**src/rtl/atilt_pkg.sv**
```systemverilog
`default_nettype none
// ----------------------------------------------------------------------------
// atilt_pkg: shared types and constants for the tilt angle pipeline
// Widths of the normalized magnitudes, square root, CORDIC datapath and the
// arctangent table used by the vectoring stages.
// ----------------------------------------------------------------------------
package atilt_pkg;

	localparam int AXIS_WIDTH_DEF   = 16;
	localparam int CORDIC_STEPS_DEF = 16;

	localparam int NORM_W     = 30;
	localparam int NORM_MSB   = 29;
	localparam int SQ_W       = 62;
	localparam int ROOT_W     = 31;
	localparam int SQRT_STEPS = 31;
	localparam int CORD_W     = 34;
	localparam int ANG_W      = 32;
	localparam int ANG_FRAC   = 16;
	localparam int MAG_W      = 14;
	localparam int ANGLE_W    = 16;

	localparam logic [MAG_W-1:0]          MAG_FULL  = 14'd9000;
	localparam logic signed [ANGLE_W-1:0] HALF_TURN = 16'sd18000;

	typedef struct packed {
		logic y_neg;
		logic y_zero;
		logic z_neg;
		logic z_zero;
		logic force_zero;
		logic force_full;
	} ctl_t;

	function automatic logic signed [ANG_W-1:0] atan_step(input int i);
		logic signed [ANG_W-1:0] v;
		case (i)
			0: v = 32'sd294912000;
			1: v = 32'sd174096719;
			2: v = 32'sd91987925;
			3: v = 32'sd46694507;
			4: v = 32'sd23437865;
			5: v = 32'sd11730358;
			6: v = 32'sd5866610;
			7: v = 32'sd2933484;
			8: v = 32'sd1466764;
			9: v = 32'sd733385;
			10: v = 32'sd366693;
			11: v = 32'sd183346;
			12: v = 32'sd91673;
			13: v = 32'sd45837;
			14: v = 32'sd22918;
			15: v = 32'sd11459;
			16: v = 32'sd5730;
			17: v = 32'sd2865;
			18: v = 32'sd1432;
			19: v = 32'sd716;
			20: v = 32'sd358;
			21: v = 32'sd179;
			22: v = 32'sd90;
			23: v = 32'sd45;
			24: v = 32'sd22;
			25: v = 32'sd11;
			26: v = 32'sd6;
			27: v = 32'sd3;
			28: v = 32'sd1;
			29: v = 32'sd1;
			default: v = '0;
		endcase
		return v;
	endfunction

endpackage
`default_nettype wire

```
**src/rtl/atilt_cordic.sv**
```systemverilog
`default_nettype none
// ----------------------------------------------------------------------------
// atilt_cordic: unrolled CORDIC vectoring pipeline
// One micro-rotation per stage, then rounding to hundredths of a degree
// and limiting to 0..9000, with the zero and full-angle cases applied.
// ----------------------------------------------------------------------------
module atilt_cordic #(
	parameter int CORDIC_STEPS = atilt_pkg::CORDIC_STEPS_DEF
) (
	input  wire                                 clk,
	input  wire                                 arst_n,
	input  wire                                 en,
	input  wire                                 in_valid,
	input  wire logic [atilt_pkg::ROOT_W-1:0]   root,
	input  wire logic [atilt_pkg::NORM_W-1:0]   ny,
	input  wire atilt_pkg::ctl_t                in_ctl,
	output logic                                out_valid,
	output logic [atilt_pkg::MAG_W-1:0]         mag,
	output atilt_pkg::ctl_t                     out_ctl
);

	localparam int N  = CORDIC_STEPS;
	localparam int CW = atilt_pkg::CORD_W;
	localparam int AW = atilt_pkg::ANG_W;

	logic                    valid_s [0:N];
	logic signed [CW-1:0]    cx_s    [0:N];
	logic signed [CW-1:0]    cy_s    [0:N];
	logic signed [AW-1:0]    ang_s   [0:N];
	atilt_pkg::ctl_t         ctl_s   [0:N];

	logic                        valid_r_s;
	logic [atilt_pkg::MAG_W-1:0] mag_r_s;
	atilt_pkg::ctl_t             ctl_r_s;

	logic signed [AW-1:0]        rounded;
	logic [atilt_pkg::MAG_W-1:0] clamped;

	assign valid_s[0] = in_valid;
	assign cx_s[0]    = CW'(root);
	assign cy_s[0]    = CW'(ny);
	assign ang_s[0]   = '0;
	assign ctl_s[0]   = in_ctl;

	for (genvar k = 0; k < N; k++) begin : g_rot
		localparam logic signed [AW-1:0] ATAN = atilt_pkg::atan_step(k);
		logic signed [CW-1:0] dx, dy;
		assign dx = cy_s[k] >>> k;
		assign dy = cx_s[k] >>> k;

		always_ff @(posedge clk or negedge arst_n) begin
			if (!arst_n) begin
				valid_s[k+1] <= 1'b0;
			end else if (en) begin
				valid_s[k+1] <= valid_s[k];
			end
		end

		always_ff @(posedge clk) begin
			if (en) begin
				if (!cy_s[k][CW-1]) begin
					cx_s[k+1]  <= cx_s[k] + dx;
					cy_s[k+1]  <= cy_s[k] - dy;
					ang_s[k+1] <= ang_s[k] + ATAN;
				end else begin
					cx_s[k+1]  <= cx_s[k] - dx;
					cy_s[k+1]  <= cy_s[k] + dy;
					ang_s[k+1] <= ang_s[k] - ATAN;
				end
				ctl_s[k+1] <= ctl_s[k];
			end
		end
	end

	always_comb begin
		rounded = (ang_s[N] + (AW'(1) <<< (atilt_pkg::ANG_FRAC - 1))) >>> atilt_pkg::ANG_FRAC;
		if (ctl_s[N].force_zero || rounded < 0) begin
			clamped = '0;
		end else if (ctl_s[N].force_full || rounded > AW'(atilt_pkg::MAG_FULL)) begin
			clamped = atilt_pkg::MAG_FULL;
		end else begin
			clamped = rounded[atilt_pkg::MAG_W-1:0];
		end
	end

	always_ff @(posedge clk or negedge arst_n) begin
		if (!arst_n) begin
			valid_r_s <= 1'b0;
		end else if (en) begin
			valid_r_s <= valid_s[N];
		end
	end

	always_ff @(posedge clk) begin
		if (en) begin
			mag_r_s <= clamped;
			ctl_r_s <= ctl_s[N];
		end
	end

	assign out_valid = valid_r_s;
	assign mag       = mag_r_s;
	assign out_ctl   = ctl_r_s;

`ifndef SYNTH
	a_zero_mag: assert property (@(posedge clk) disable iff (!arst_n)
		en && valid_s[N] && ctl_s[N].force_zero |=> (mag_r_s == '0))
		else $error("forced zero angle not honored");
`endif

endmodule
`default_nettype wire

```
**config.mk**
```make
export PLATFORM = sky130hd
export DESIGN_NAME = atilt_cordic
export DESIGN_NICKNAME = d
export VERILOG_FILES = /design/src/rtl/atilt_pkg.sv /design/src/rtl/atilt_cordic.sv
export SDC_FILE = /design/constraint.sdc
export NUM_CORES = 2
export LEC_CHECK = 0
export BUFFER_PORTS_ARGS = -buffer_cell sky130_fd_sc_hd__buf_2
export CAP_MARGIN = 20
export CORE_MARGIN = 1.5
export CORE_UTILIZATION = 50
export DETAILED_ROUTE_END_ITERATION = 12
export MAX_ROUTING_LAYER = met4
export PLACE_DENSITY = 0.65
export RECOVER_POWER = 100
export SLEW_MARGIN = 20
export SYNTH_ARGS = -nofsm -noshare
export SYNTH_HDL_FRONTEND = slang
export SYNTH_SLANG_ARGS = --single-unit
```
**constraint.sdc**
```tcl
create_clock -name clk -period 6 [get_ports clk]
set_input_delay 1.2 -clock clk [delete_from_list [all_inputs] [get_ports clk]]
set_output_delay 1.2 -clock clk [all_outputs]
set_load 0.01 [all_outputs]
```
### Word-level counts from Yosys, hierarchy flattened

Index checks and enable logic that the tools add are counted.

| operators by class | value |
|---|---|
| multiplexer cells | 43 |
| reduce and logical (&&, ||, !) cells | 3 |
| $lt $le $gt $ge | 2 |
| $add $sub $neg | 85 |

Operator list:

| cell | number |
|---|---|
| two-way mux 34 bit | 27 |
| two-way mux 32 bit | 14 |
| adder 34 x 21 -> 34 bit | 2 |
| adder 34 x 22 -> 34 bit | 2 |
| adder 34 x 23 -> 34 bit | 2 |
| adder 34 x 24 -> 34 bit | 2 |
| adder 34 x 25 -> 34 bit | 2 |
| adder 34 x 26 -> 34 bit | 2 |
| adder 34 x 27 -> 34 bit | 2 |
| adder 34 x 28 -> 34 bit | 2 |
| adder 34 x 29 -> 34 bit | 2 |
| adder 34 x 30 -> 34 bit | 2 |
| adder 34 x 31 -> 34 bit | 2 |
| adder 34 x 32 -> 34 bit | 2 |
| subtractor 34 x 21 -> 34 bit | 2 |
| subtractor 34 x 22 -> 34 bit | 2 |
| subtractor 34 x 23 -> 34 bit | 2 |
| subtractor 34 x 24 -> 34 bit | 2 |
| subtractor 34 x 25 -> 34 bit | 2 |
| subtractor 34 x 26 -> 34 bit | 2 |
| subtractor 34 x 27 -> 34 bit | 2 |
| subtractor 34 x 28 -> 34 bit | 2 |
| subtractor 34 x 29 -> 34 bit | 2 |
| subtractor 34 x 30 -> 34 bit | 2 |
| 44 further kinds | 48 |

| storage, ports and cells | value |
|---|---|
| logic and storage cells | 298 |
| output and inout port bits | 21 |
| register bits after elaboration | 1595 |
| input port bits | 71 |

### Longest topological paths before layout

| depth | value |
|---|---|
| word-level depth | 4 |
| mapped depth | 21 |

### Least setup slack after synthesis

Ideal clock, no wire load.

| timing | value |
|---|---|
| path kind | register -> register |
| start | register cy_s[169] (netlist bit) |
| end | register cy_s[134] (netlist bit) (data pin) |
| slack | 1.541 ns |
| cell stages (with the launch flop) | 17 |
| data arrival time | 4.201 ns |
| cell sequence | edfxtp_1 clkbuf_1 clkbuf_1 inv_1 o31a_1 xor2_1 ha_1 clkbuf_1 nand3_1 or3_1 or2_2 o221a_2 a21oi_1 a31oi_1 o41ai_1 a21oi_1 xnor2_1 |

| on the way | value |
|---|---|
| longest elaborated chain between the ends | 1 |

RTL lines:

| item | line | source |
|---|---|---|
| start: declaration | atilt_cordic.sv:28 | `logic signed [CW-1:0] cy_s [0:N];` |
| start signal: indexed assignment | atilt_cordic.sv:63 | `cy_s[k+1] <= cy_s[k] - dy;` |
| start signal: indexed assignment | atilt_cordic.sv:67 | `cy_s[k+1] <= cy_s[k] + dy;` |
| two-way mux 34 bit | atilt_cordic.sv:61 | `if (!cy_s[k][CW-1]) begin` |

No other way between the ends.
A chain may end at the register's enable or synchronous reset.

### Worst setup path after layout

| timing | value |
|---|---|
| start | register cy_s[271] (netlist bit) |
| end | register cx_s[236] (netlist bit) (data pin) |

| on the way | value |
|---|---|
| longest elaborated chain between the ends | 2 |
| elaborated cells on any way between the ends | 3 |

RTL lines:

| item | line | source |
|---|---|---|
| adder 34 x 25 -> 34 bit or subtractor 34 x 25 -> 34 bit (tied branches) | atilt_cordic.sv:62, atilt_cordic.sv:66 |  |
| two-way mux 34 bit * | atilt_cordic.sv:61 |  |
| end signal: indexed assignment | atilt_cordic.sv:62 | `cx_s[k+1] <= cx_s[k] + dx;` |
| end signal: indexed assignment | atilt_cordic.sv:66 | `cx_s[k+1] <= cx_s[k] - dx;` |
| end: declaration | atilt_cordic.sv:27 | `logic signed [CW-1:0] cx_s [0:N];` |

Every way passes the cells marked *; elsewhere a longest branch is shown, timed or not.

==> results.sh <==
export IMPL_cp_arrival_ns=6.19
export IMPL_final_cells=16400
export IMPL_required_ns=6.59
export IMPL_synth_adder_area_share_pct=14.5
export IMPL_synth_top_family_by_area="compound AO/OA/AOI/OAI gates"
export IMPL_rr_endpoint="cx_s[236]"
export IMPL_dpl_cell_area_um2=127000
export IMPL_hold_violations=0
export IMPL_cts_resized=0
export IMPL_status="finished with violations"
export IMPL_hold_depth=0
export IMPL_synth_xor_area_share_pct=12.6
export IMPL_worst_pin_slew_ns=4.18
export IMPL_postLayoutCellArea_um2=133000
export IMPL_cts_setup_buffers=0
export IMPL_grtUsageTotal_pct=26.8
export IMPL_start_util_pct=50.4
export IMPL_antenna_found_initial=5
export IMPL_slew_headroom_pct=-179
export IMPL_clockBufferDepth=3
export IMPL_maxCapViolCount=9
export IMPL_vias=97100
export IMPL_hold_start="ctl_s[58]"
export IMPL_coreArea_um2=243000
export IMPL_remaining_drc_errors=0
export IMPL_grt_max_degree=187
export IMPL_setup_tns_ns=0
export IMPL_finClkSkew_ns=0.0869
export IMPL_ios=92
export IMPL_drtAntennaViolNets=0
export IMPL_whs_endpoint="ctl_s[52]"
export IMPL_layout_commonest_cell="edfxtp_1"
export IMPL_layout_drive_gt1_share_pct=4.14
export IMPL_timing_critical_path_to_type="flip-flop"
export IMPL_violations="max-capacitance violations, max-slew violations"
export IMPL_async_reset_ff_share_pct=1.15
export IMPL_cts_tree="yes"
export IMPL_synth_cells=12900
export IMPL_layout_common_cells="edfxtp_1, ha_1, a21oi_1, nor2_1, xnor2_1"
export IMPL_dpl_cell_count=16100
export IMPL_portBuffers=91
export IMPL_synth_seq_cells=1476
export IMPL_cts_buffers=177
export IMPL_via_per_inst=5.92
export IMPL_ys_warnings_count=0
export IMPL_syn_area_um2=123000
export IMPL_synth_ff_type="edfxtp_1"
export IMPL_dieArea_um2=248000
export IMPL_syn_nets=14300
export IMPL_synthDistinctLibCells=112
export IMPL_drt_first_pass_iters=6
export IMPL_dp_hpwl_mm=267
export IMPL_path_class="reg -> reg"
export IMPL_yosysSeqAreaShare_pct=36.1
export IMPL_layout_min_cycle_time_ns=5.61
export IMPL_routedWlPerCell_um=20.3
export IMPL_grt_pass1_vias=93000
export IMPL_fp_dieW_um=498
export IMPL_rows=181
export IMPL_wl_mm=332
export IMPL_reg2reg_depth=12
export IMPL_die_h_um=498
export IMPL_cp_max_fo=41
export IMPL_rsz0062_at_grt="false"
export IMPL_finalNetCount=14500
export IMPL_htree_num_levels=4
export IMPL_r2r_start="cy_s[271]"
export IMPL_startpoint_type="flip-flop"
export IMPL_drv_slew=463
export IMPL_period_share_pct=93.5
export IMPL_synth_edf_count=1459
export IMPL_hold_path_class="reg -> reg"
export IMPL_ctsHoldBuffers=0
export IMPL_area_growth_pct=8.23
export IMPL_rrSetupSlack_ns=0.39
export IMPL_clock_fmax_mhz=178
export IMPL_clk_latency_ns=0.86
export IMPL_path_clk_slew_ns=0.06
export IMPL_synth_compound_area_share_pct=19.0
export IMPL_grt_pass1_wl_mm=521
export IMPL_cts_sinks=1476
export IMPL_synth_simple_gate_area_share_pct=14.6
export IMPL_cts_root_buffer="clkbuf_16"
export IMPL_grt_overflow=0
export IMPL_finalSetupViolCount=0
export IMPL_drtIter0Drc=7128
export IMPL_synth_avg_cell_area_um2=9.52
export IMPL_synth_area_mux_share_pct=0.749
export IMPL_gp_congestion=0.965
synthesized netlist by cell type, drive strengths merged (92+ instances only):
| cell | n | area (µm²) |
|---|---|---|
| a31oi | 155 | 970 |
| clkbuf | 167 | 627 |
| inv | 605 | 2270 |
| nand2 | 605 | 2270 |
| nor4 | 120 | 785 |
| xor2 | 600 | 5260 |
| ha | 1360 | 17000 |
| or3 | 111 | 704 |
| a21oi | 1325 | 6640 |
| a211oi | 101 | 768 |
| nand4 | 92 | 576 |
| xnor2 | 1166 | 10200 |
| o21ai | 545 | 2730 |
| and2 | 95 | 594 |
| nor2 | 1324 | 4970 |
| nor3 | 406 | 2030 |
| nand3 | 232 | 1170 |
| edfxtp | 1459 | 43800 |
| nand2b | 162 | 1010 |
| and3 | 157 | 982 |
| a21o | 529 | 3970 |
| nor2b | 180 | 1130 |
| o21a | 204 | 1530 |
| o21bai | 165 | 1240 |
critical path: stages (launching register included):
cell	delay (ns)
edfxtp_1	0.82
clkbuf_1	1.33
a21oi_1	0.15
xnor2_1	0.22
ha_1	0.37
a21o_1	0.20
a21o_1	0.19
a221o_1	0.42
o311ai_0	0.54
a21oi_1	0.22
o31ai_1	0.34
a31oi_1	0.19
a311o_1	0.39
how the worst max path moves through the flow:
stage,endpoint,depth (start not counted),startpoint
6_report,cx_s[236],12,cy_s[271]
5_1_grt,cx_s[236],12,cy_s[271]
4_1_cts,cx_s[475],17,cy_s[482]
3_5_place_dp,cx_s[475],17,cy_s[482]
3_3_place_gp,cx_s[475],17,cy_s[482]
2_1_floorplan,cy_s[134],16,cy_s[169]
logic make-up after synthesis:
kind of cell	count (synthesis)
multiplexers	85
AO/OA/AOI/OAI	3644
AND/OR/NAND/NOR	3695
flip-flops	1476
XOR/XNOR	1766
adder cells (fa/ha/maj)	1396
buffers and inverters	815
sequential cells by signal, indices dropped and copies added (netlist names):
signal,cells
cy_s,473
cx_s,460
ang_s,410
ctl_s,96
valid_s,16
mag,14
out_ctl,6
out_valid,1
per-stage QoR:
step | util, % | setup slack [ns] | hold slack (ns)
2_1_floorplan | - | 1.54 | 0.400
3_3_place_gp | 52.2 | 0.691 | 0.400
3_5_place_dp | 52.2 | 0.695 | 0.405
4_1_cts | 54.7 | 0.639 | 0.209
5_1_grt | 54.5 | 0.0877 | 0.405
6_report | 54.5 | 0.390 | 0.401
cell type report:
cell class | instances | area (µm²)
Fill cell | 21700 | 111000
Tap cell | 3202 | 4010
Timing Repair Buffer | 194 | 1050
Clock inverter | 130 | 1440
Multi-Input combinational cell | 10600 | 75100
Clock buffer | 200 | 4540
Sequential cell | 1476 | 44200
Inverter | 609 | 2290
Antenna cell | 4 | 10.0
metal layers:
| metal | vias up | GRT usage, % | routed length [µm] |
|---|---|---|---|
| met2 | 2235 | 43.9 | 157000 |
| met5 | - | - | 0 |
| met1 | 46500 | 35.3 | 151000 |
| li1 | 48000 | - | - |
| met4 | 0 | 7.91 | 10600 |
| met3 | 448 | 2.41 | 14200 |
Power is left out: the tool's default activity adds up to more than one toggle a clock period on the data nets, which glitch-free logic cannot reach.
