## src/rtl/atilt_pkg.sv

```systemverilog
`default_nettype none
// ----------------------------------------------------------------------------
// atilt_pkg: shared types and constants for the tilt angle pipeline
// Widths of the normalized magnitudes, square root, CORDIC datapath and the
// arctangent table used by the vectoring stages.
// ----------------------------------------------------------------------------
package atilt_pkg;

	localparam int AXIS_WIDTH_DEF   = 16;
	localparam int CORDIC_STEPS_DEF = 16;

	localparam int NORM_W     = 30;
	localparam int NORM_MSB   = 29;
	localparam int SQ_W       = 62;
	localparam int ROOT_W     = 31;
	localparam int SQRT_STEPS = 31;
	localparam int CORD_W     = 34;
	localparam int ANG_W      = 32;
	localparam int ANG_FRAC   = 16;
	localparam int MAG_W      = 14;
	localparam int ANGLE_W    = 16;

	localparam logic [MAG_W-1:0]          MAG_FULL  = 14'd9000;
	localparam logic signed [ANGLE_W-1:0] HALF_TURN = 16'sd18000;

	typedef struct packed {
		logic y_neg;
		logic y_zero;
		logic z_neg;
		logic z_zero;
		logic force_zero;
		logic force_full;
	} ctl_t;

	function automatic logic signed [ANG_W-1:0] atan_step(input int i);
		logic signed [ANG_W-1:0] v;
		case (i)
			0: v = 32'sd294912000;
			1: v = 32'sd174096719;
			2: v = 32'sd91987925;
			3: v = 32'sd46694507;
			4: v = 32'sd23437865;
			5: v = 32'sd11730358;
			6: v = 32'sd5866610;
			7: v = 32'sd2933484;
			8: v = 32'sd1466764;
			9: v = 32'sd733385;
			10: v = 32'sd366693;
			11: v = 32'sd183346;
			12: v = 32'sd91673;
			13: v = 32'sd45837;
			14: v = 32'sd22918;
			15: v = 32'sd11459;
			16: v = 32'sd5730;
			17: v = 32'sd2865;
			18: v = 32'sd1432;
			19: v = 32'sd716;
			20: v = 32'sd358;
			21: v = 32'sd179;
			22: v = 32'sd90;
			23: v = 32'sd45;
			24: v = 32'sd22;
			25: v = 32'sd11;
			26: v = 32'sd6;
			27: v = 32'sd3;
			28: v = 32'sd1;
			29: v = 32'sd1;
			default: v = '0;
		endcase
		return v;
	endfunction

endpackage
`default_nettype wire

```

## src/rtl/atilt_norm.sv

```systemverilog
`default_nettype none
// ----------------------------------------------------------------------------
// atilt_norm: magnitude and common power-of-two normalization
// Three stages: absolute values, leading one of the largest magnitude,
// shift of all three magnitudes so the largest sits in bit 29.
// ----------------------------------------------------------------------------
module atilt_norm #(
	parameter int AXIS_WIDTH = atilt_pkg::AXIS_WIDTH_DEF
) (
	input  wire                                  clk,
	input  wire                                  arst_n,
	input  wire                                  en,
	input  wire                                  in_valid,
	input  wire logic signed [AXIS_WIDTH-1:0]    axis_x,
	input  wire logic signed [AXIS_WIDTH-1:0]    axis_y,
	input  wire logic signed [AXIS_WIDTH-1:0]    axis_z,
	output logic                                 out_valid,
	output logic [atilt_pkg::NORM_W-1:0]         nx,
	output logic [atilt_pkg::NORM_W-1:0]         ny,
	output logic [atilt_pkg::NORM_W-1:0]         nz,
	output atilt_pkg::ctl_t                      ctl
);

	localparam int PW    = (AXIS_WIDTH > 1) ? $clog2(AXIS_WIDTH) : 1;
	localparam int EXT_W = AXIS_WIDTH + atilt_pkg::NORM_MSB;

	logic                   valid_s1, valid_s2, valid_s3;
	logic [AXIS_WIDTH-1:0]  mx_s1, my_s1, mz_s1;
	logic [AXIS_WIDTH-1:0]  mx_s2, my_s2, mz_s2;
	atilt_pkg::ctl_t        ctl_s1, ctl_s2, ctl_s3;
	logic [PW-1:0]          msb_s2;
	logic                   mzero_s2;
	logic [atilt_pkg::NORM_W-1:0] nx_s3, ny_s3, nz_s3;

	logic [AXIS_WIDTH-1:0] mx, my, mz, mmax;
	logic [PW-1:0]         msb;
	atilt_pkg::ctl_t       ctl_in;
	atilt_pkg::ctl_t       ctl_n;
	logic [EXT_W-1:0]      ex, ey, ez;
	logic [atilt_pkg::NORM_W-1:0] sx, sy, sz;

	always_comb begin
		mx = axis_x[AXIS_WIDTH-1] ? (~axis_x + 1'b1) : axis_x;
		my = axis_y[AXIS_WIDTH-1] ? (~axis_y + 1'b1) : axis_y;
		mz = axis_z[AXIS_WIDTH-1] ? (~axis_z + 1'b1) : axis_z;
		ctl_in            = '0;
		ctl_in.y_neg      = axis_y[AXIS_WIDTH-1];
		ctl_in.y_zero     = (axis_y == '0);
		ctl_in.z_neg      = axis_z[AXIS_WIDTH-1];
		ctl_in.z_zero     = (axis_z == '0);
	end

	always_comb begin
		mmax = mx_s1;
		if (my_s1 > mmax) mmax = my_s1;
		if (mz_s1 > mmax) mmax = mz_s1;
		msb = '0;
		for (int i = 0; i < AXIS_WIDTH; i++) begin
			if (mmax[i]) msb = PW'(i);
		end
	end

	always_comb begin
		ex = {mx_s2, {atilt_pkg::NORM_MSB{1'b0}}} >> msb_s2;
		ey = {my_s2, {atilt_pkg::NORM_MSB{1'b0}}} >> msb_s2;
		ez = {mz_s2, {atilt_pkg::NORM_MSB{1'b0}}} >> msb_s2;
		sx = ex[atilt_pkg::NORM_W-1:0];
		sy = ey[atilt_pkg::NORM_W-1:0];
		sz = ez[atilt_pkg::NORM_W-1:0];
		ctl_n            = ctl_s2;
		ctl_n.force_zero = mzero_s2 || (sy == '0);
	end

	always_ff @(posedge clk or negedge arst_n) begin
		if (!arst_n) begin
			valid_s1 <= 1'b0;
			valid_s2 <= 1'b0;
			valid_s3 <= 1'b0;
		end else if (en) begin
			valid_s1 <= in_valid;
			valid_s2 <= valid_s1;
			valid_s3 <= valid_s2;
		end
	end

	always_ff @(posedge clk) begin
		if (en) begin
			mx_s1    <= mx;
			my_s1    <= my;
			mz_s1    <= mz;
			ctl_s1   <= ctl_in;
			mx_s2    <= mx_s1;
			my_s2    <= my_s1;
			mz_s2    <= mz_s1;
			msb_s2   <= msb;
			mzero_s2 <= (mmax == '0);
			ctl_s2   <= ctl_s1;
			nx_s3    <= sx;
			ny_s3    <= sy;
			nz_s3    <= sz;
			ctl_s3   <= ctl_n;
		end
	end

	assign out_valid = valid_s3;
	assign nx        = nx_s3;
	assign ny        = ny_s3;
	assign nz        = nz_s3;
	assign ctl       = ctl_s3;

`ifndef SYNTH
	a_norm_top_bit: assert property (@(posedge clk) disable iff (!arst_n)
		valid_s3 && !(nx_s3 == '0 && ny_s3 == '0 && nz_s3 == '0) |->
		(nx_s3[atilt_pkg::NORM_MSB] || ny_s3[atilt_pkg::NORM_MSB] ||
		 nz_s3[atilt_pkg::NORM_MSB]))
		else $error("normalized maximum lost its top bit");
`endif

endmodule
`default_nettype wire

```

## config.mk

```make
export PLATFORM = sky130hd
export DESIGN_NAME = atilt_norm
export DESIGN_NICKNAME = d
export VERILOG_FILES = /design/src/rtl/atilt_pkg.sv /design/src/rtl/atilt_norm.sv
export SDC_FILE = /design/constraint.sdc
export NUM_CORES = 1
export LEC_CHECK = 0
export CORE_ASPECT_RATIO = 0.8
export CORE_UTILIZATION = 55
export DETAILED_ROUTE_END_ITERATION = 16
export DONT_BUFFER_PORTS = 1
export GPL_ROUTABILITY_DRIVEN = 0
export PLACE_DENSITY = 0.7
export SYNTH_ARGS = -nofsm -noshare
export SYNTH_HDL_FRONTEND = slang
export SYNTH_SLANG_ARGS = --single-unit
```

## constraint.sdc

```tcl
create_clock -name clk -period 6.45 [get_ports clk]
set_input_delay 0.645 -clock clk [delete_from_list [all_inputs] [get_ports clk]]
set_output_delay 0.645 -clock clk [all_outputs]
set_load 0.02 [all_outputs]
```

* Word-level counts from Yosys, hierarchy flattened
Index checks and enable logic that the tools add are counted.
** Storage, ports and cells
- Bits in registers :: 207
- Bits in latches :: 0
- Bits in writable memories :: 0
- Memory bits (read-only) :: 0
- Input bits :: 52
- Output and inout port bits :: 97
- Logic and storage cells :: 71
- Memories :: 0
** Operators by class
- Add/sub/neg operators :: 3
- $mul :: 0
- Divide/modulo/power cells :: 0
- $lt $le $gt $ge :: 2
- Equal/unequal tests :: 0
- Shift operators :: 3
- Mux-type cells :: 19
- Bitwise logic cells :: 3
- Reduce and logical (&&, ||, !) cells :: 8
** Operators by type and width (number)
- $shr A45 B4 Y30 :: 3
- $add A16 B1 Y16 const B :: 3
- $logic_not A16 Y1 :: 3
- $not A16 Y16 :: 3
- $mux W15 :: 3
- $gt A16 B16 Y1 :: 2
- $mux W16 :: 2
- $logic_not A30 Y1 :: 1
- $mux W4 :: 6
- $mux W3 :: 4
- $reduce_or A8 Y1 :: 1
- $mux W2 :: 2
- $reduce_or A4 Y1 :: 1
- $mux W1 :: 2
- $reduce_or A2 Y1 :: 1
- $logic_or A1 B1 Y1 :: 1

* Logic depth before layout (Yosys ltp)
Gate-level depths: netlist of the first run.
- Word-level depth :: 18
- Gate-level depth with buffers :: 22
- Gate-level depth less buffers :: 18

* Worst setup path after synthesis of the first run
OpenSTA, ideal clock, no wires.
- Kind :: reg-to-reg
- From :: reg my_s1[15]
- To :: reg msb_s2[1] (data pin)
- Data arrival time :: 4.570 ns
- Data required time :: 6.194 ns
- Slack :: 1.624 ns
- Stages on the path, launching flop included :: 20
- Buffers on the path :: 3
- Path through :: edfxtp_1 ha_1 nand4_4 o21bai_1 or3_4 o31a_1 buf_2 buf_4 buf_2 a21oi_1 ha_1 nor2b_1 o311a_1 o41ai_1 a22oi_1 nand3_2 nand4_1 o31a_1 or3b_1 a41o_1
** On the way
- Cells in the longest elaborated chain, start to end :: 16
- Elaborated cells on any way between the ends :: 17
- Classes of those cells :: 2 x order compare; 14 x mux; 1 x reduce/logical
** Ends and longest elaborated chain
- start, declared :: RTL line atilt_norm.sv:28 : logic [AXIS_WIDTH-1:0] mx_s1, my_s1, mz_s1;
- start signal, assigned :: RTL line atilt_norm.sv:89 : my_s1 <= my;
- $gt A16 B16 Y1 :: RTL line atilt_norm.sv:55 : if (my_s1 > mmax) mmax = my_s1;
- $mux W16 (*) :: RTL line atilt_norm.sv:55
- $gt A16 B16 Y1 :: RTL line atilt_norm.sv:56 : if (mz_s1 > mmax) mmax = mz_s1;
- $mux W16 (*) :: RTL line atilt_norm.sv:56
- $mux W4 (6 in a row) :: RTL line atilt_norm.sv:59 : if (mmax[i]) msb = PW'(i);
- $mux W3 (4 in a row) :: RTL line atilt_norm.sv:59
- $mux W2 (2 in a row) :: RTL line atilt_norm.sv:59
- end signal, assigned :: RTL line atilt_norm.sv:95 : msb_s2 <= msb;
- end, declared :: RTL line atilt_norm.sv:31 : logic [PW-1:0] msb_s2;
Every way passes the cells marked *; elsewhere a longest branch is shown, timed or not.
A chain may end at the register's enable or synchronous reset.

* Worst setup path after layout of the first run
Ends and elaborated chain as after synthesis.

==> impl_metrics.yaml, run 1 <==
synth:
  yosysMostFrequentCell: "edfxtp_1"
  syn_avg_cell_area_um2: 11.7
  async_reset_ff_frac: 0.0182
  synth_top_family_by_area: "multiplexers"
  synth_cells: 813
  yosys.area.top_type_share: 0.511
  synth_compound_area_frac: 0.0966
  ys_types: 63
  ys_seq_area_frac: 0.519
  ys_ff_latch: 165
  synthTopCellsByArea: "edfxtp_1 (51%), mux2i_1 (8.2%), ha_1 (4.5%)"
  yosys.area_share.xor_xnor: 0.0359
  synth_area_um2: 9520
  synthMuxAreaShare: 0.133
  synth_simple_gate_area_frac: 0.108
  ys.warnings.count: 0
  synth.top_cells.by_count: "edfxtp_1 (162), mux2i_1 (78), nand2_1 (72)"
  ys.flop_type: "edfxtp_1"
  synth_top_cell_by_area: "edfxtp_1"
  synth_edf_count: 162
  synth_adder_area_share: 0.0447
global_route:
  grt_max_degree: 166
  antenna_found_initial: 0
  grt_pass1_vias: 6078
  grt_pass1_wl_mm: 31.6
  overflow: 0
  grtUsageTotal: 0.231
setup_path:
  cp_cell_sequence: "ha_1, nand4_4, nor4_1, o31a_1, mux2i_1, ha_1, a211oi_1, nor2_1, o41ai_1, a221o_1, nor3_1, o21bai_1, a221oi_1, or3b_1, a41o_1"
  rr_endpoint: "msb_s2[1]"
  crit_buf_inv: 0
  cp-endpoint: "msb_s2[1]"
  critPathTopFamily: "compound AO/OA/AOI/OAI gates"
  cpMaxStageDelayCell: "o31a_1"
  critPathMaxStageDelay_ns: 1.01
  path_depth: 15
  cpMostUsedCell: "ha_1"
  start_kind: "register"
  ff2ff_path_depth: 15
  critPathMaxFanout: 25
  critPathArrivalTime_ns: 6.01
  crit_start: "my_s1[15]"
  path_class: "register to register"
  r2r_slack_ns: 0.62
  r2r_start: "my_s1[15]"
  required_ns: 6.63
  cp-end-kind: "register"
floorplan:
  die_w_um: 149
  start_util: 0.570
  io_pins: 149
  core_um2: 16700
  row_count: 42
  die_y_um: 120
  dieArea_um2: 17800
min_path:
  hold_class: "primary input to register"
  min_path_cells: 0
drt:
  vias: 6224
  avgViaCountPerCell: 6.00
  routed_wl_mm: 19.9
  drt_iter0_drc: 715
  first_pass_iters: 7
  wire_per_inst_um: 19.2
  drc_errors: 0
  ant_nets: 0
layout:
  area.sequential_um2: 4940
  nFillCells: 1290
  final_net_count: 890
  multiInputGateArea_um2: 4140
  n_antenna_cell: 0
  syn2layout_area_growth_pct: 6.91
  drive_above_1_share: 0.0955
clock_network:
  cts_buffers: 17
  clk_pin_slew_ns: 0.07
  insertion_delay_ns: 0.43
  clock_sinks: 165
  cts_root_buf: "clkbuf_16"
  h-tree-depth: 4
  cts_buffer_depth: 2
  tritoncts: "built"
power_and_ir_drop:
  power_frac_comb: 0.229
  switching_share: 0.310
  power_switching_uw: 1050
  intPower_uw: 2350
  p_leak_uw: 0.00398
  p_clk_frac: 0.323
  p_per_area_nw_per_um2: 334
  irDropWorstVdd_mv: 0.225
  p_total_uw: 3400
  p_seq_frac: 0.448
place:
  hpwl_mm: 14.7
  numPortBuffers: 0
timing:
  setup_viol: 0
  skew_ns: 0.00847
  timing.final.hold_violations: 0
  rsz0062_at_grt: "no"
  period_share: 0.904
  fmax_mhz: 172
  tns_ns: 0
  maxSlewViolCount: 0
  relSlewSlack: 0.208
  fin_crit_ns: 5.83
  max_slew.worst_pin.slew_ns: 1.19
job:
  cap_violations: 0
outcome:
  status: "finished, final reports clean"
[metal layers]
metal	GRT usage	vias up	part of all wire
met5	0	-	0
met4	0.0938	0	0.026
met3	0.0551	48	0.076
met2	0.340	320	0.44
met1	0.329	2913	0.46
li1	-	2943	-
[flip-flops by register name, indices dropped and copies added, names as in the netlist]
signal and count:
nz 16, mzero_s2 1, out_valid 1, nx 16, my_s1 16, valid_s1 1, mz_s1 16, valid_s2 1
ctl_n 4, mx_s2 16, ny 16, my_s2 16, ctl_s1 4, mx_s1 16, ctl 5, msb_s2 4
mz_s2 16
[repair_timing]
item / 4_1_cts / 5_1_grt
setup buffers: 0 / 0
hold buffers: 1 / 0
resized for setup: 0 / 0
hold endpoints to repair: 3 / 0
[through the flow]
step	instance area, um^2	setup WS, ns	instances	hold slack, ns	util
2_1_floorplan	9680	1.62	855	0.349	-
3_3_place_gp	9520	0.924	1004	0.349	0.570
3_5_place_dp	9520	0.738	1004	0.349	0.570
4_1_cts	10200	0.684	1037	0.293	0.609
5_1_grt	10200	0.0789	1037	0.284	0.609
6_report	10200	0.620	1037	0.310	0.609
[power by group through the flow]
stage	sequential, uW	combinational (uW)	clock, uW
floorplan	1490	662	0
detailed placement	1550	762	0
global route	1540	858	1160
finish	1520	780	1100
global placement	1540	741	0
CTS	1520	772	1110
[cell type report]
class / count / share of cell area
repair buffers: 4 / 0.00320
multi-input cells: 578 / 0.407
inverters: 38 / 0.0140
flip-flops and latches: 165 / 0.485
well taps: 220 / 0.0271
clock buffers: 17 / 0.0418
clock inverters: 15 / 0.0216
[worst min path at each step]
| stage | startpoint | to | slack, ns |
|---|---|---|---|
| finish | axis_y[0] | my_s1[0] | 0.31 |
| global route | axis_z[15] | ctl_s1[3] | 0.28 |
| CTS | axis_z[15] | ctl_s1[3] | 0.29 |
| detailed placement | arst_n | out_valid | 0.35 |
| global placement | arst_n | out_valid | 0.35 |
| floorplan | arst_n | out_valid | 0.35 |
[cell families after synthesis]
| logic type | count (synthesis) |
|---|---|
| other | 1 |
| xor gates and xnor gates | 39 |
| adders and majority gates | 34 |
| muxes | 112 |
| DFF | 165 |
| and+or+nand+nor | 209 |
| AOI/OAI and AO/OA | 141 |
| buffers and inverters | 112 |
[layout by cell type (no fill, tap or decap), types with 7 or more instances in the layout]
cell,Yosys,final
nand2_1,72,72
o21ai_0,48,48
xnor2_1,35,35
ha_1,34,34
nand4_1,7,7
edfxtp_1,162,162
nor4_1,7,7
conb_1,1,43
mux4_2,9,9
a21oi_1,22,22
nor2_1,51,51
inv_1,38,38
o31ai_1,13,13
nor3_1,16,16
nand2b_1,9,9
clkbuf_16,0,17
mux2_2,25,25
mux2i_1,78,78
nand3_1,12,12
No activity file was read; power rests on OpenSTA's default activity.
==> run 2: changes to the inputs <==
- CTS_BUF_LIST: not set -> sky130_fd_sc_hd__clkbuf_8 sky130_fd_sc_hd__clkbuf_16
- PLACE_DENSITY: 0.7 -> 0.71
==> run 2 against run 1 <==
Against the previous run:
- clock skew down 0.0027 ns
- sequential cell count stayed put
- largest cell class unchanged
- wire length up 0.17%
- largest power group unchanged
==> impl_metrics.yaml, run 2 (same netlist as run 1, synthesis figures left out) <==
outcome:
  status: "finished, final reports clean"
layout:
  final_cell_mix: "edfxtp_1 (162), mux2i_1 (78), nand2_1 (72), nor2_1 (51), o21ai_0 (48)"
  final_net_count: 890
  n_antenna_cell: 0
  syn2layout_area_growth_pct: 6.49
  final_common_cell: "edfxtp_1"
  drive_above_1_share: 0.0955
  nFillCells: 1316
  post-route-cell-area_um2: 10100
timing:
  max_slew.worst_pin.slew_ns: 1.21
  relSlewSlack: 0.195
  rsz0062_at_grt: "no"
  setup_viol: 0
  tns_ns: 0
  fmax_mhz: 171
  period_share: 0.908
  maxSlewViolCount: 0
  skew_ns: 0.00577
  fin_crit_ns: 5.86
  timing.final.hold_violations: 0
floorplan:
  dieArea_um2: 17800
  die_y_um: 120
  start_util: 0.570
  row_count: 42
  die_w_um: 149
  io_pins: 149
  core_um2: 16700
setup_path:
  required_ns: 6.64
  path_class: "register to register"
  start_kind: "register"
  critPathMaxFanout: 25
  cp-end-kind: "register"
  critPathArrivalTime_ns: 6.05
drt:
  first_pass_iters: 8
  ant_nets: 0
  drc_errors: 0
  wire_per_inst_um: 19.2
  avgViaCountPerCell: 6.02
  routed_wl_mm: 19.9
  drt_iter0_drc: 644
  vias: 6239
global_route:
  grt_pass1_wl_mm: 31.4
  grt_max_degree: 166
  overflow: 0
  antenna_found_initial: 0
  grt_pass1_vias: 5982
  grtUsageTotal: 0.232
place:
  numPortBuffers: 0
  hpwl_mm: 14.6
  placed_area_um2: 9520
power_and_ir_drop:
  p_leak_uw: 0.00395
  p_per_area_nw_per_um2: 329
  irDropWorstVdd_mv: 0.174
  p_total_uw: 3340
min_path:
  hold_class: "primary input to register"
clock_network:
  cts_buffers: 17
  cts_root_buf: "clkbuf_16"
  clk_pin_slew_ns: 0.06
  h-tree-depth: 4
  cts_buffer_depth: 2
  tritoncts: "built"
  insertion_delay_ns: 0.43
  postCtsSetupRepairBufs: 0
  clock_sinks: 165
job:
  cap_violations: 0
## run 2: through the flow
step | hold WS [ns] | setup WS [ns] | util | std cells
after global placement | 0.349 | 0.936 | 0.570 | 1004
after global routing | 0.280 | 0.172 | 0.607 | 1037
after CTS | 0.286 | 0.712 | 0.607 | 1037
after detailed placement | 0.349 | 0.826 | 0.570 | 1004
after floorplan | 0.349 | 1.62 | - | 855
final | 0.308 | 0.593 | 0.607 | 1037
## run 2: power breakdown
| group | internal [uW] | leakage, uW | total, uW | switching [uW] |
|---|---|---|---|---|
| clock | 610 | 0.000283 | 1030 | 420 |
| sequential | 1350 | 0.00163 | 1520 | 163 |
| combinational | 338 | 0.00204 | 789 | 451 |
## run 2: worst paths after layout
path | start | endpoint | slack [ns] | cells after the start
max in group asynchronous | arst_n | out_valid | 5.84 | 1
worst min register to register | ctl_n[3] | ctl[3] | 0.42 | 0
worst max-delay path | my_s1[15] | msb_s2[0] | 0.59 | 16
min in group asynchronous | arst_n | valid_s2 | 0.46 | 1
worst max register to register | my_s1[15] | msb_s2[0] | 0.59 | 16
worst min-delay path | axis_x[0] | mx_s1[0] | 0.31 | 0
## run 2: what timing repair did
action                                 in CTS  in global routing
endpoints found under the hold margin       3                  0
hold buffers                                1                  0
gates resized for setup                     0                  0
## run 2: area by class of cell
type	instances	area, um^2	share of cell area
clock buffer	17	425	0.0420
tap	220	275	0.0272
sequential	165	4940	0.487
multi-input combinational	578	4140	0.408
inverter	38	143	0.0141
timing repair buffer	4	32.5	0.00321
clock inverter	15	180	0.0178
## run 2: per-layer routing
layer	global-route usage	vias to the layer above	routed length, um
met3	0.0688	60	1630
met1	0.314	2930	9000
met2	0.344	309	8690
met4	0.108	0	580
li1	-	2940	-
met5	0	-	0
## run 2: critical path, cell delays in order (launching register included)
cell and delay (ns):
edfxtp_1 0.45, ha_1 0.39, nand4_4 0.16, nor4_4 0.39, o21a_1 0.22, o31a_1 0.95
mux2i_1 0.46, ha_1 0.30, and4_1 0.25, o311a_1 0.16, o41ai_1 0.57, a22oi_1 0.20
nand3_2 0.19, nand2_1 0.24, nor3b_1 0.36, o22ai_1 0.14, o21a_1 0.19
==> run 3: changes to the inputs <==
- MAX_ROUTING_LAYER: not set -> met4
==> run 3 against run 2 <==
Against the previous run:
- hold slack got worse by 0.0035 ns
- register-to-register slack got worse by 0.06 ns
- power rose by 0.12%
- via count fell by 0.71%
- combinational power barely moved
- utilization did not move
- critical path type unchanged
- first-iteration DRC count fell by 11%
- highest routed layer unchanged
- clock power barely moved
- critical endpoint unchanged
- worst setup slack got worse by 0.064 ns
- clock skew barely moved
- global-route usage rose by 0.72 points
- count of clock-buffer cells in the layout did not move
- largest cell class unchanged
==> impl_metrics.yaml, run 3 (same netlist as run 1, synthesis figures left out) <==
setup_path:
  r2r_slack_ns: 0.53
  crit_start: "my_s1[15]"
  ff2ff_path_depth: 16
  required_ns: 6.64
  critPathMaxFanout: 25
  start_kind: "register"
  r2r_start: "my_s1[15]"
  critPathArrivalTime_ns: 6.11
  path_class: "register to register"
  rr_endpoint: "msb_s2[0]"
  cp-end-kind: "register"
timing:
  maxSlewViolCount: 0
  relSlewSlack: 0.204
  timing.final.hold_violations: 0
  fmax_mhz: 169
  hold_slack_ns: 0.305
  max_slew.worst_pin.slew_ns: 1.19
  layout_setup_ws_ns: 0.529
  tns_ns: 0
  skew_ns: 0.00558
  rsz0062_at_grt: "no"
  period_share: 0.918
  setup_viol: 0
  fin_crit_ns: 5.92
power_and_ir_drop:
  p_total_uw: 3340
  p_per_area_nw_per_um2: 329
  p_leak_uw: 0.00395
  irDropWorstVdd_mv: 0.175
clock_network:
  h-tree-depth: 4
  clock_sinks: 165
  cts_buffer_depth: 2
  clk_pin_slew_ns: 0.07
  cts_buffers: 17
  insertion_delay_ns: 0.43
  cts_root_buf: "clkbuf_16"
  tritoncts: "built"
global_route:
  grt_pass1_vias: 5972
  grtUsageTotal: 0.240
  antenna_found_initial: 0
  overflow: 0
  grt_max_degree: 166
  grt_pass1_wl_mm: 31.4
floorplan:
  die_y_um: 120
  core_um2: 16700
  io_pins: 149
  row_count: 42
  dieArea_um2: 17800
  die_w_um: 149
  start_util: 0.570
layout:
  final_cell_mix: "edfxtp_1 (162), mux2i_1 (78), nand2_1 (72), nor2_1 (51), o21ai_0 (48)"
  final_net_count: 890
  final_common_cell: "edfxtp_1"
  post-route-cell-area_um2: 10100
  syn2layout_area_growth_pct: 6.49
  n_antenna_cell: 0
  nFillCells: 1316
  drive_above_1_share: 0.0955
min_path:
  min_path_cells: 0
  hold_path_startpoint: "axis_x[0]"
  hold_path_end: "mx_s1[0]"
  hold_class: "primary input to register"
drt:
  wire_per_inst_um: 19.1
  first_pass_iters: 7
  drt_iter0_drc: 572
  vias: 6195
  ant_nets: 0
  routed_wl_mm: 19.8
  drc_errors: 0
  avgViaCountPerCell: 5.97
place:
  hpwl_mm: 14.6
  place_worst_setup_slack_ns: 0.826
  placed_area_um2: 9520
  numPortBuffers: 0
job:
  cap_violations: 0
outcome:
  status: "finished, final reports clean"
[run 3: report_power, final]
part / internal [uW] / switching [uW] / total (uW)
Sequential: 1350 / 162 / 1510
Combinational: 338 / 451 / 789
Clock: 610 / 425 / 1040
Total: 2300 / 1040 / 3340
[run 3: timing repair]
action	in CTS	in global routing
resized for setup	0	0
setup buffers	0	0
hold endpoints to repair	3	0
hold buffers	1	0
[run 3: how the worst max path moves through the flow]
stage	endpoint	slack, ns	cells after the start
after floorplan	msb_s2[1]	1.62	19
after global placement	msb_s2[1]	0.94	16
after detailed placement	msb_s2[1]	0.83	16
after CTS	msb_s2[1]	0.71	16
after global routing	msb_s2[0]	0.15	16
final	msb_s2[0]	0.53	16
[run 3: area by class of cell]
type                    count  area (um^2)  share of cell area
clock inverters            15          180              0.0178
flip-flops and latches    165         4940               0.487
multi-input cells         578         4140               0.408
well taps                 220          275              0.0272
clock buffers              17          425              0.0420
inverters                  38          143              0.0141
repair buffers              4         32.5             0.00321
[run 3: per-layer routing]
metal  wire length [um]  track usage  up-vias
li1                   -            -     2941
met1               8950        0.316     2887
met2               8690        0.344      312
met3               1700       0.0684       55
met4                508        0.107        0
met5                  0            -        -
[run 3: worst max-delay path, stage by stage, from the launching register on]
cell      delay, ns
edfxtp_1       0.45
ha_1           0.39
nand4_4        0.16
nor4_4         0.39
o21a_1         0.22
o31a_1         0.94
mux2i_1        0.49
ha_1           0.32
and4_1         0.24
o311a_1        0.16
o41ai_1        0.60
a22oi_1        0.21
nand3_2        0.19
nand2_1        0.24
nor3b_1        0.36
o22ai_1        0.14
o21a_1         0.19
[run 3: through the flow]
| stage | std cells | util |
|---|---|---|
| 2_1_floorplan | 855 | - |
| 3_3_place_gp | 1004 | 0.570 |
| 3_5_place_dp | 1004 | 0.570 |
| 4_1_cts | 1037 | 0.607 |
| 5_1_grt | 1037 | 0.607 |
| 6_report | 1037 | 0.607 |
